[src/design/clt_pkg.sv]
// Package for the count to LCD segment RAM block.
// Holds the digit segment patterns, the segment-to-LCD pair map and the word encoder.
// No dependencies.
`default_nettype none

package clt_pkg;

  localparam int COUNT_W = 32;
  localparam int DIGITS = 6;
  localparam int SEGS = 8;
  // The first bit pair is folded into the load; the rest take one step each.
  localparam int STEPS = COUNT_W / 2 - 1;
  localparam int STEP_CNT_W = $clog2(STEPS);

  typedef logic [3:0] bcd_t;
  typedef bcd_t [DIGITS-1:0] digits_t;

  typedef struct packed {
    logic start;
    logic step;
  } cell_ctl_t;

  typedef struct packed {
    logic    full;
    digits_t digits;
  } frame_t;

  typedef struct packed {
    logic       com;
    logic [5:0] line;
  } seg_pair_t;

  // Segment masks per decimal digit: bit 0..6 are A..G, bit 7 is M.
  localparam logic [7:0] DIGIT_MASK [10] = '{
    8'h3F, 8'h06, 8'hDB, 8'hCF, 8'hE6, 8'hED, 8'hFD, 8'h07, 8'hFF, 8'hEF
  };

  // Per display position: A, B, C, D, E, F, G, M as (common, segment line).
  localparam seg_pair_t SEG_MAP [DIGITS][SEGS] = '{
    '{'{1'b1, 6'd40}, '{1'b0, 6'd40}, '{1'b1, 6'd1},  '{1'b1, 6'd0},
      '{1'b0, 6'd0},  '{1'b1, 6'd41}, '{1'b0, 6'd41}, '{1'b0, 6'd1}},
    '{'{1'b1, 6'd26}, '{1'b0, 6'd26}, '{1'b1, 6'd7},  '{1'b1, 6'd2},
      '{1'b0, 6'd2},  '{1'b1, 6'd27}, '{1'b0, 6'd27}, '{1'b0, 6'd7}},
    '{'{1'b1, 6'd24}, '{1'b0, 6'd24}, '{1'b1, 6'd9},  '{1'b1, 6'd8},
      '{1'b0, 6'd8},  '{1'b1, 6'd25}, '{1'b0, 6'd25}, '{1'b0, 6'd9}},
    '{'{1'b1, 6'd20}, '{1'b0, 6'd20}, '{1'b1, 6'd11}, '{1'b1, 6'd10},
      '{1'b0, 6'd10}, '{1'b1, 6'd21}, '{1'b0, 6'd21}, '{1'b0, 6'd11}},
    '{'{1'b1, 6'd18}, '{1'b0, 6'd18}, '{1'b1, 6'd13}, '{1'b1, 6'd12},
      '{1'b0, 6'd12}, '{1'b1, 6'd19}, '{1'b0, 6'd19}, '{1'b0, 6'd13}},
    '{'{1'b1, 6'd17}, '{1'b0, 6'd17}, '{1'b1, 6'd15}, '{1'b1, 6'd14},
      '{1'b0, 6'd14}, '{1'b1, 6'd16}, '{1'b0, 6'd16}, '{1'b0, 6'd15}}
  };

  // Double-dabble correction: add three to a digit of five or more.
  function automatic bcd_t bcd_adjust(input bcd_t d);
    bcd_adjust = (d >= 4'd5) ? 4'(d + 4'd3) : d;
  endfunction

  function automatic logic [7:0] digit_mask(input bcd_t d);
    digit_mask = (d <= 4'd9) ? DIGIT_MASK[d] : 8'h00;
  endfunction

  // Builds one LCD RAM word. digits[k] is decimal digit k counted from the
  // least significant one, which sits at display position DIGITS-1-k.
  function automatic logic [31:0] lcd_word(input digits_t digits, input logic [3:0] idx);
    logic [31:0] v;
    logic [7:0]  m;
    seg_pair_t   p;
    v = '0;
    for (int k = 0; k < DIGITS; k++) begin
      m = digit_mask(digits[k]);
      for (int s = 0; s < SEGS; s++) begin
        p = SEG_MAP[DIGITS-1-k][s];
        if (m[s] && ({2'b00, p.com, p.line[5]} == idx)) begin
          v[p.line[4:0]] = 1'b1;
        end
      end
    end
    lcd_word = v;
  endfunction

endpackage

`default_nettype wire

[src/design/clt_if.sv]
// Channel interfaces of the count to LCD segment RAM block.
// Depends on clt_pkg for the count width.
`default_nettype none

interface clt_count_if;
  import clt_pkg::*;
  logic               valid;
  logic               ready;
  logic [COUNT_W-1:0] count_value;
  modport source (output valid, output count_value, input ready);
  modport sink (input valid, input count_value, output ready);
endinterface

interface clt_word_if;
  logic        valid;
  logic        ready;
  logic [3:0]  word_index;
  logic [31:0] word_value;
  logic        last_word;
  modport source (output valid, output word_index, output word_value, output last_word,
                  input ready);
  modport sink (input valid, input word_index, input word_value, input last_word,
                output ready);
endinterface

`default_nettype wire

[src/design/clt_bcd_cell.sv]
// One BCD digit cell of the binary-to-decimal chain: two shift-and-adjust steps per cycle.
// Depends on clt_pkg.
`default_nettype none

module clt_bcd_cell
  import clt_pkg::*;
(
  input  logic      clk,
  input  cell_ctl_t ctl,
  input  bcd_t      start_digit,
  input  logic [1:0] cin,
  output logic [1:0] cout,
  output bcd_t      digit
);

  bcd_t digit_reg;
  bcd_t a1;
  bcd_t d1;
  bcd_t a2;
  bcd_t digit_next;

  // The carry of each step depends only on the digit before that step, so no
  // carry ripples along the whole chain.
  always_comb begin
    a1 = bcd_adjust(digit_reg);
    d1 = {a1[2:0], cin[1]};
    a2 = bcd_adjust(d1);
    digit_next = {a2[2:0], cin[0]};
    cout = {a1[3], a2[3]};
  end

  always_ff @(posedge clk) begin
    if (ctl.start) begin
      digit_reg <= start_digit;
    end else if (ctl.step) begin
      digit_reg <= digit_next;
    end
  end

  assign digit = digit_reg;

endmodule

`default_nettype wire

[src/design/clt_bcd_conv.sv]
// Input stage: a chain of BCD cells fed two count bits per cycle from a shift register.
// Depends on clt_pkg, clt_if and clt_bcd_cell.
`default_nettype none

module clt_bcd_conv
  import clt_pkg::*;
(
  input  logic           clk,
  input  logic           rst,
  clt_count_if.sink      count_in,
  input  logic           take,
  output frame_t         frame
);

  logic                  busy;
  logic                  full;
  logic [STEP_CNT_W-1:0] step_cnt;
  logic [COUNT_W-3:0]    shreg;
  logic                  accept;
  cell_ctl_t             ctl;
  logic [1:0]            carry [DIGITS-1];
  digits_t               digits;

  assign count_in.ready = !busy && (!full || take);
  assign accept = count_in.valid && count_in.ready;
  assign ctl = '{start: accept, step: busy};

  always_ff @(posedge clk) begin
    if (rst) begin
      busy <= 1'b0;
      full <= 1'b0;
      step_cnt <= '0;
    end else if (accept) begin
      busy <= 1'b1;
      full <= 1'b0;
      step_cnt <= '0;
    end else if (busy) begin
      step_cnt <= step_cnt + 1'b1;
      if (step_cnt == STEP_CNT_W'(STEPS - 1)) begin
        busy <= 1'b0;
        full <= 1'b1;
      end
    end else if (take) begin
      full <= 1'b0;
    end
  end

  always_ff @(posedge clk) begin
    if (accept) begin
      shreg <= count_in.count_value[COUNT_W-3:0];
    end else if (busy) begin
      shreg <= {shreg[COUNT_W-5:0], 2'b00};
    end
  end

  // Cell 0 holds the ones digit. Carries out of the top cell fall away, which
  // leaves the count modulo one million.
  for (genvar k = 0; k < DIGITS; k++) begin : g_cell
    if (k == 0) begin : g_low
      clt_bcd_cell u_cell (
        .clk         (clk),
        .ctl         (ctl),
        .start_digit ({2'b00, count_in.count_value[COUNT_W-1:COUNT_W-2]}),
        .cin         (shreg[COUNT_W-3:COUNT_W-4]),
        .cout        (carry[k]),
        .digit       (digits[k])
      );
    end else if (k == DIGITS - 1) begin : g_top
      clt_bcd_cell u_cell (
        .clk         (clk),
        .ctl         (ctl),
        .start_digit (4'd0),
        .cin         (carry[k-1]),
        .cout        (),
        .digit       (digits[k])
      );
    end else begin : g_mid
      clt_bcd_cell u_cell (
        .clk         (clk),
        .ctl         (ctl),
        .start_digit (4'd0),
        .cin         (carry[k-1]),
        .cout        (carry[k]),
        .digit       (digits[k])
      );
    end
  end

  assign frame = '{full: full, digits: digits};

endmodule

`default_nettype wire

[src/design/clt_emitter.sv]
// Output stage: holds one frame of digits, emits LCD RAM words one per cycle while ready.
// Depends on clt_pkg and clt_if.
`default_nettype none

module clt_emitter
  import clt_pkg::*;
#(
  parameter int RAM_WORDS = 16
) (
  input  logic       clk,
  input  logic       rst,
  input  frame_t     frame,
  output logic       take,
  clt_word_if.source word_out
);

  digits_t    digits_reg;
  logic [3:0] idx;
  logic       valid;
  logic       last;
  logic       fire;

  assign last = (idx == 4'(RAM_WORDS - 1));
  assign fire = valid && word_out.ready;
  assign take = frame.full && (!valid || (fire && last));

  always_ff @(posedge clk) begin
    if (rst) begin
      valid <= 1'b0;
      idx <= '0;
    end else if (take) begin
      valid <= 1'b1;
      idx <= '0;
      digits_reg <= frame.digits;
    end else if (fire) begin
      if (last) begin
        valid <= 1'b0;
      end else begin
        idx <= idx + 1'b1;
      end
    end
  end

  assign word_out.valid = valid;
  assign word_out.word_index = idx;
  assign word_out.word_value = lcd_word(digits_reg, idx);
  assign word_out.last_word = last;

endmodule

`default_nettype wire

[src/design/count_to_lcd_segment_ram_core.sv]
// Count to LCD segment RAM: top level.
// Depends on clt_pkg, clt_if, clt_bcd_conv and clt_emitter.
//
// Usage: count_in carries one item per count (count_value, 32 bits unsigned).
// For each item the block emits a frame of RAM_WORDS items on word_out, one
// per LCD RAM word, with word_index counting 0 .. RAM_WORDS-1, word_value the
// segment bits of that word, and last_word high on the final word, which the
// receiver treats as the commit and update request.
// The count is converted to decimal by a chain of six BCD digit cells that
// take two count bits per cycle: the first bit pair is folded in at
// acceptance and 15 steps follow. The emitter then loads the finished frame
// into its frame register once the previous frame is out.
// The conversion chain accepts no new count while it converts. The emitter
// holds the finished frame, so the next count converts while the previous
// frame is still sent.
// When the receiver stalls, the current word holds; once a converted frame
// waits for the emitter, count_in.ready drops until the emitter takes it.
// Reset (rst, synchronous) empties both stages; no word is valid after it.
`default_nettype none

module count_to_lcd_segment_ram_core
  import clt_pkg::*;
#(
  parameter int RAM_WORDS = 16
) (
  input  logic       clk,
  input  logic       rst,
  clt_count_if.sink  count_in,
  clt_word_if.source word_out
);

  frame_t frame;
  logic   take;

  // Decimal conversion: shift register plus the chain of digit cells.
  clt_bcd_conv u_conv (
    .clk      (clk),
    .rst      (rst),
    .count_in (count_in),
    .take     (take),
    .frame    (frame)
  );

  // Word emission: frame register, word counter and segment encoding.
  clt_emitter #(
    .RAM_WORDS (RAM_WORDS)
  ) u_emit (
    .clk      (clk),
    .rst      (rst),
    .frame    (frame),
    .take     (take),
    .word_out (word_out)
  );

endmodule

`default_nettype wire

[src/flat_wrapper.sv]
// flat-port wrapper written by rule: the top's interface ports become plain ports
module count_to_lcd_segment_ram_core_flat import clt_pkg::*;
#(
  parameter int RAM_WORDS = 16
)
  (clk, rst, count_in_valid, count_in_count_value, count_in_ready, word_out_valid, word_out_word_index, word_out_word_value, word_out_last_word, word_out_ready);
  clt_count_if count_in_i ();
  clt_word_if word_out_i ();
  input  logic clk;
  input  logic rst;
  input wire logic [$bits(count_in_i.valid)-1:0] count_in_valid;
  input wire logic [$bits(count_in_i.count_value)-1:0] count_in_count_value;
  output wire logic [$bits(count_in_i.ready)-1:0] count_in_ready;
  output wire logic [$bits(word_out_i.valid)-1:0] word_out_valid;
  output wire logic [$bits(word_out_i.word_index)-1:0] word_out_word_index;
  output wire logic [$bits(word_out_i.word_value)-1:0] word_out_word_value;
  output wire logic [$bits(word_out_i.last_word)-1:0] word_out_last_word;
  input wire logic [$bits(word_out_i.ready)-1:0] word_out_ready;
  assign count_in_i.valid = count_in_valid;
  assign count_in_i.count_value = count_in_count_value;
  assign count_in_ready = count_in_i.ready;
  assign word_out_valid = word_out_i.valid;
  assign word_out_word_index = word_out_i.word_index;
  assign word_out_word_value = word_out_i.word_value;
  assign word_out_last_word = word_out_i.last_word;
  assign word_out_i.ready = word_out_ready;
  count_to_lcd_segment_ram_core #(.RAM_WORDS(RAM_WORDS)) u_core (.clk(clk), .rst(rst), .count_in(count_in_i), .word_out(word_out_i));
endmodule
[config.mk]
export PLATFORM = sky130hd
export DESIGN_NAME = count_to_lcd_segment_ram_core_flat
export DESIGN_NICKNAME = d
export VERILOG_FILES = /design/src/design/clt_pkg.sv /design/src/design/clt_if.sv /design/src/design/clt_bcd_cell.sv /design/src/design/clt_bcd_conv.sv /design/src/design/clt_emitter.sv /design/src/design/count_to_lcd_segment_ram_core.sv /design/src/flat_wrapper.sv
export SDC_FILE = /design/constraint.sdc
export NUM_CORES = 1
export LEC_CHECK = 0
export ABC_CLOCK_PERIOD_IN_PS = 5300
export BUFFER_PORTS_ARGS = -buffer_cell sky130_fd_sc_hd__clkbuf_2
export CORE_ASPECT_RATIO = 2
export CORE_MARGIN = 1.5
export CORE_UTILIZATION = 30
export CTS_BUF_LIST = sky130_fd_sc_hd__clkbuf_8
export CTS_CLUSTER_DIAMETER = 80
export DETAILED_ROUTE_END_ITERATION = 7
export PLACE_DENSITY = 0.47
export SYNTH_ARGS = -nofsm -noshare
export SYNTH_HDL_FRONTEND = slang
export SYNTH_SLANG_ARGS = --single-unit
[constraint.sdc]
create_clock -name clk -period 5.3 [get_ports clk]
set_input_delay 1.06 -clock clk [delete_from_list [all_inputs] [get_ports clk]]
set_output_delay 1.06 -clock clk [all_outputs]
set_load 0.02 [all_outputs]
Word level (Yosys, flattened, before mapping)
Memories as Yosys holds them, arrays and structs flattened.
Cells that the tools add are included.
- bitwise operators: 8
- multiplexer cells: 91
- add/subtract/negate cells: 14
- order comparisons: 24
- equal/unequal tests: 6
- reduce and logical (&&, ||, !) cells: 69
- operator list (cell ; count):
    8-bit two-way mux ; 18
    30-bit two-way mux ; 2
    1-bit two-way mux ; 57
    1-bit logical AND ; 53
    4-bit by 3-bit greater-or-equal comparator with 1-bit output (second input constant) ; 12
    4-bit by 2-bit adder with 4-bit output (second input constant) ; 10
    4-bit two-way mux ; 10
    5-bit greater-or-equal comparator (second input constant) ; 6
    4-bit inverter with 5-bit output ; 6
    4-bit less-or-equal comparator (second input constant) ; 6
    4-bit by 1-bit adder with 4-bit output (second input constant) ; 2
    2-bit by 4-bit == test with 1-bit output (first input constant) ; 2
    4-bit == test (second input constant) ; 2
    2-bit AND reduction ; 4
    2-bit nonzero test ; 4
    3-bit by 2-bit adder with 3-bit output (second input constant) ; 2
    3-bit two-way mux ; 2
    1-bit by 4-bit == test with 1-bit output (first input constant) ; 1
    4-bit zero test ; 1
    2-bit two-way mux ; 2
    2-bit OR reduction ; 2
    1-bit zero test ; 3
    1-bit logical OR ; 2
    2-bit by 1-bit inequality test with 1-bit output (second input constant) ; 1
    1-bit inverter ; 2
- memories: 6
- memory bits (read-only): 768
- bits in registers: 89
- memories (name ; words ; bits a word ; rd ports ; clocked after memory_dff ; wr ports ; line ; source):
    (no name shown) ; 16 ; 8 ; 1 ; 0 ; 0 ; clt_pkg.sv:60 ; digit_mask = (d <= 4'd9) ? DIGIT_MASK[d] : 8'h00;
    (no name shown) ; 16 ; 8 ; 1 ; 0 ; 0 ; clt_pkg.sv:60 ;
    (no name shown) ; 16 ; 8 ; 1 ; 0 ; 0 ; clt_pkg.sv:60 ;
    (no name shown) ; 16 ; 8 ; 1 ; 0 ; 0 ; clt_pkg.sv:60 ;
    (no name shown) ; 16 ; 8 ; 1 ; 0 ; 0 ; clt_pkg.sv:60 ;
    (no name shown) ; 16 ; 8 ; 1 ; 0 ; 0 ; clt_pkg.sv:60 ;

Depth between registers and ports, before layout
- depth in word-level cells: 10
- gate-level depth with buffers: 11
- mapped depth without buffers: 11

Modules after synthesis
Synthesis repeated with hierarchy kept, for this count alone.
- cell total of the unflattened synthesis: 663
- area, all modules: 6866.6 um^2
- modules (own cells, without submodules) (module ; area each (um^2) ; cells an instance ; instances):
    clt_emitter ; 2602.5 ; 280 ; 1
    clt_bcd_cell ; 429.2 ; 48 ; 6
    clt_bcd_conv ; 1689.1 ; 95 ; 1

Least setup slack after synthesis
No wires, ideal clock.
- kind: flip-flop to output port
- start point: register u_core.u_emit.digits_reg[20] (netlist bit)
- end point: output port word_out_word_value[9]
- arrival: 1.752 ns
- path buffers: 0
- stages on the path, launching flop included: 7
- path slack: 2.488 ns
- path through: edfxtp_1 -> inv_1 -> ha_1 -> nor2_1 -> o21ai_0 -> a32oi_1 -> o32ai_1
- word-level cells in the longest chain between the ends: 8
- elaborated cells on any way between the ends: 10
- ends and longest elaborated chain (what ; line ; source):
    start, declared ; clt_emitter.sv:17 ; digits_t digits_reg;
    start signal, assigned ; clt_emitter.sv:34 ; digits_reg <= frame.digits;
    4-bit inverter with 5-bit output (not written as such) ; clt_pkg.sv:60 ;
    memory 16 x 8 bit ; - ;
    8-bit two-way mux (not written as such) (2 in series) ; clt_pkg.sv:60 ;
    8-bit two-way mux * ; clt_pkg.sv:60 ;
    1-bit logical AND ; clt_pkg.sv:74 ; if (m[s] && ({2'b00, p.com, p.line[5]} == idx)) begin
    1-bit two-way mux ; clt_pkg.sv:74 ;
    1-bit two-way mux * ; clt_pkg.sv:74 ;
    end, declared ; flat_wrapper.sv:16 ; output wire logic [$bits(word_out_i.word_value)-1:0] word_out_word_value;
Every way passes the cells marked *; elsewhere a longest branch is shown, timed or not. The select of a mux whose other input is x is not followed.

Worst setup path in the final report
- start point: register u_core.u_emit.idx[0] (netlist: u_core.u_emit.word_out.word_index[0])
- end point: output port word_out_word_value[8]
- word-level cells in the longest chain between the ends: 6
- elaborated cells on any way between the ends: 12
- ends and longest elaborated chain (what ; line ; source):
    start, declared ; clt_emitter.sv:18 ; logic [3:0] idx;
    start signal, assigned ; clt_emitter.sv:39 ; idx <= idx + 1'b1;
    2-bit by 4-bit == test with 1-bit output ; clt_pkg.sv:74 ;
    1-bit logical AND ; clt_pkg.sv:74 ;
    1-bit two-way mux (3 in series) ; clt_pkg.sv:74 ;
    1-bit two-way mux * ; clt_pkg.sv:74 ;
Every way passes the cells marked *; elsewhere a longest branch is shown, timed or not.

==> metrics.json <==
{
  "remaining_drc_errors": 0,
  "critical_path_peak_fanout": 19,
  "antenna_violating_nets_post_route": 0,
  "finalHoldWorstSlack_ns": 0.436,
  "synth.top_cells.by_area": "sky130_fd_sc_hd__edfxtp_1 29%, sky130_fd_sc_hd__ha_1 13%, sky130_fd_sc_hd__dfxtp_1 11%",
  "post_synth.cell_area_avg_um2": 9.04,
  "grt_first_pass_wirelength_mm": 21.0,
  "postSynthCellCount": 646,
  "critical_path_data_required_time_ns": 4.24,
  "clockPowerShare_pct": 19.7,
  "num_rows": 72,
  "net-switching-power_mw": 0.892,
  "design.portCount": 75,
  "synth_xor_xnor_area_share_pct": 2.40,
  "period_needed_ns": 3.42,
  "asr_flop_ratio_synth_pct": 0,
  "share_of_total_power_in_sequential_cells_pct": 40.5,
  "grt_util_all_layers_pct": 13.0,
  "timing.critical_path.arrival_ns": 2.36,
  "synth_edf_count": 56,
  "max_stage_delay_ns": 0.59,
  "ys.warnings.count": 0,
  "n_fill_cell": 2031,
  "syn_to_final_growth_pct": 12.2,
  "synthFlopType": "sky130_fd_sc_hd__edfxtp_1",
  "cts_root_buf": "sky130_fd_sc_hd__clkbuf_8",
  "drv_slew": 0,
  "htree_levels": 3,
  "synth_fa_ha_area_share_pct": 12.9,
  "netlist_top_cells_count": "137 x sky130_fd_sc_hd__nand2_1, 60 x sky130_fd_sc_hd__ha_1, 56 x sky130_fd_sc_hd__edfxtp_1, 49 x sky130_fd_sc_hd__o21ai_0, 41 x sky130_fd_sc_hd__inv_1",
  "path_cells": "inv_1, ha_1, and2_1, o311ai_0, a21oi_1, a31o_2, clkbuf_2",
  "buffer_ports.inserted": 64,
  "power.static_leakage_nw": 2.77,
  "synthMostInstantiatedCell": "sky130_fd_sc_hd__nand2_1",
  "timing.critical_path.buf_inv": 2,
  "cellInternalPower_mw": 1.51,
  "status": "finished clean",
  "crit_path_end_kind": "output pin",
  "cts_hold_repair.buffers": 0,
  "cell_area_synth_mm2": 0.00584,
  "initial_utilization_pct": 30.4,
  "via_count_of_the_routed_design": 4563,
  "min_path_type": "register to register",
  "die_y_um": 200,
  "report.final.setup_viol": 0,
  "powerDensity_mw_per_mm2": 367,
  "grt_antenna_before_repair": 0,
  "synthDominantCellAreaShare_pct": 28.8,
  "cts_setup_buffers": 0,
  "synth_compound_gate_area_share_pct": 16.1,
  "period_share_pct": 64.5,
  "yosysTopAreaCell": "sky130_fd_sc_hd__edfxtp_1",
  "mux_share_of_post_synthesis_cell_area_pct": 3.73,
  "detailed_router_s_first_iteration_violation_count": 199,
  "finish.instance_area_mm2": 0.00655,
  "max_cap_violations": 0,
  "synth_top_family_by_area": "simple AND/OR/NAND/NOR gates",
  "post_route_cells_drive_above_1_share_pct": 15.4,
  "number_of_buffers_created_by_cts": 9,
  "worstMarginPinSlew_ns": 0.813,
  "largest_register_ffs": 30,
  "cts-resized-gates": 0,
  "seq_total_area_yosys_pct": 40.1,
  "rd_place_congestion": 0.833,
  "area_of_the_core_mm2": 0.0192,
  "place_hpwl_mm": 9.99,
  "cts_buffer_depth": 2,
  "slew-limit-headroom_pct": 45.7,
  "overflow": 0,
  "tritoncts_clock_tree": "built",
  "crit_family": "compound AO/OA/AOI/OAI gates",
  "setup_tns_ns": 0,
  "simple_gate_area_share_of_the_yosys_netlist_pct": 18.6,
  "detail_route.wl_per_cell_um": 13.5,
  "clock_skew_ns": 0.0143,
  "timing.critical_path.slowest_stage_cell": "sky130_fd_sc_hd__and2_1",
  "antenna_fix_cells": 0,
  "clkLatencyLatePin_ns": 0.37,
  "vdd.ir_drop.worst_uv": 130,
  "maxClockFrequency_ghz": 0.293,
  "post_dp_cell_area_mm2": 0.00635,
  "routed_via_density": 4.75,
  "critical_path_class": "register to output pin",
  "total_power_mw": 2.40,
  "die-area_mm2": 0.0204,
  "cts.reportedPaths.clkPinSlew_ns": 0.09,
  "fin_hold_viols": 0,
  "cts.sink_count": 89,
  "grt_max_degree": 36,
  "floorplan.die.width_um": 102,
  "start_kind": "register",
  "grt_pass1_vias": 4674,
  "detail_route.wirelength_mm": 13.0,
  "synthDistinctLibCells": 59,
  "synth.ff_latch_count": 89,
  "drtPass1Iterations": 4,
  "layout.nets": 793,
  "share_comb_of_total_power_pct": 39.8,
  "p_sw_share_pct": 37.2,
  "unrepaired_setup_endpoints_after_global_routing": "false"
}
==> stage by stage <==
stage | setup slack [ns] | util, % | cells
floorplan | 2.49 | - | 655
global placement | 2.32 | 33.1 | 945
detailed placement | 2.26 | 33.1 | 945
CTS | 1.84 | 34.1 | 961
global route | 1.68 | 34.1 | 961
finish | 1.88 | 34.1 | 961
==> area by class of cell <==
cell class,count,area [um2],area share [%]
clock buffers,10,138,2.10
clock inverters,6,60.1,0.917
inverters,43,161,2.46
multi-input cells,486,3180,48.5
flip-flops and latches,89,2340,35.8
well taps,259,324,4.95
repair buffers,68,350,5.35
==> worst paths after layout <==
check / endpoint / cells past startpoint / slack (ns) / from
worst max-delay path: word_out_word_value[8] / 7 / 1.88 / u_core.u_emit.word_out.word_index[0]$_SDFFE_PP0P_
worst min-delay path: u_core.u_emit.digits_reg[21]$_DFFE_PP_ / 0 / 0.44 / u_core.u_conv.g_cell[5].g_top.u_cell.digit[1]$_SDFFE_PP0P_
worst max register to register: u_core.u_conv.shreg[9]$_DFFE_PP_ / 5 / 2.65 / u_core.u_conv.busy$_SDFF_PP0_
worst min register to register: u_core.u_emit.digits_reg[21]$_DFFE_PP_ / 0 / 0.44 / u_core.u_conv.g_cell[5].g_top.u_cell.digit[1]$_SDFFE_PP0P_
==> power by group through the flow <==
stage               clock network (mW)  registers, mW  logic (mW)
detailed placement                   0          0.991       0.960
global placement                     0          0.988       0.916
finish                           0.474          0.973       0.955
CTS                              0.499          0.975       0.965
global route                     0.521          0.991        1.08
floorplan                            0          0.949       0.778
==> worst reg2reg max path, stage by stage (launching register included) <==
cell,delay (ns)
sky130_fd_sc_hd__dfxtp_1,0.86
sky130_fd_sc_hd__inv_1,0.54
sky130_fd_sc_hd__nand3_1,0.52
sky130_fd_sc_hd__buf_4,0.39
sky130_fd_sc_hd__nand2_1,0.12
sky130_fd_sc_hd__nand2_1,0.09
==> kinds of logic (layout without fill, tap and decap cells) <==
group / Yosys count / count (layout)
DFF: 89 / 89
other: 1 / 10
adders and majority gates: 60 / 60
xor gates and xnor gates: 16 / 16
buffers and inverters: 80 / 127
muxes: 21 / 21
AOI/OAI and AO/OA: 144 / 144
and+or+nand+nor: 235 / 235
==> layout by cell type (no fill, tap or decap), types with 2 or more instances in the layout <==
master                     count
sky130_fd_sc_hd__mux2i_1      15
sky130_fd_sc_hd__clkbuf_2     64
sky130_fd_sc_hd__nor3b_1      15
sky130_fd_sc_hd__a31oi_1       3
sky130_fd_sc_hd__nand2_1     137
sky130_fd_sc_hd__a21o_2        2
sky130_fd_sc_hd__edfxtp_1     56
sky130_fd_sc_hd__a211oi_1      2
sky130_fd_sc_hd__buf_4         4
sky130_fd_sc_hd__o311ai_0     10
sky130_fd_sc_hd__o21ai_1       2
sky130_fd_sc_hd__nor2b_1      14
sky130_fd_sc_hd__clkinv_2      2
sky130_fd_sc_hd__a21boi_2      4
sky130_fd_sc_hd__or3_1         3
sky130_fd_sc_hd__nand2b_1     16
sky130_fd_sc_hd__mux2_2        5
sky130_fd_sc_hd__clkbuf_8     10
sky130_fd_sc_hd__ha_1         60
sky130_fd_sc_hd__nand4_1       2
sky130_fd_sc_hd__a21oi_1      31
sky130_fd_sc_hd__conb_1       10
sky130_fd_sc_hd__nor2_1       22
sky130_fd_sc_hd__o21ai_0      49
sky130_fd_sc_hd__o21a_1        6
sky130_fd_sc_hd__a21boi_1      2
sky130_fd_sc_hd__xnor2_1      13
sky130_fd_sc_hd__a32o_1        2
sky130_fd_sc_hd__xor2_1        3
sky130_fd_sc_hd__dfxtp_1      33
sky130_fd_sc_hd__nand3_1       5
sky130_fd_sc_hd__nor3_1        9
sky130_fd_sc_hd__inv_1        42
sky130_fd_sc_hd__a21oi_2       5
sky130_fd_sc_hd__a21o_1        4
sky130_fd_sc_hd__and2_1        5
sky130_fd_sc_hd__o22ai_1       9
==> per-layer routing <==
metal / share of wire, % / wire length (um) / vias up / track usage (%)
met3: 3.7 / 476 / 18 / 2.09
met4: 2.4 / 305 / 0 / 6.35
li1: - / - / 2306 / -
met2: 56 / 7240 / 102 / 25.3
met1: 38 / 4950 / 2137 / 12.6
met5: 0 / 0 / - / 0
Note: power is estimated with default switching activity, not from simulation.
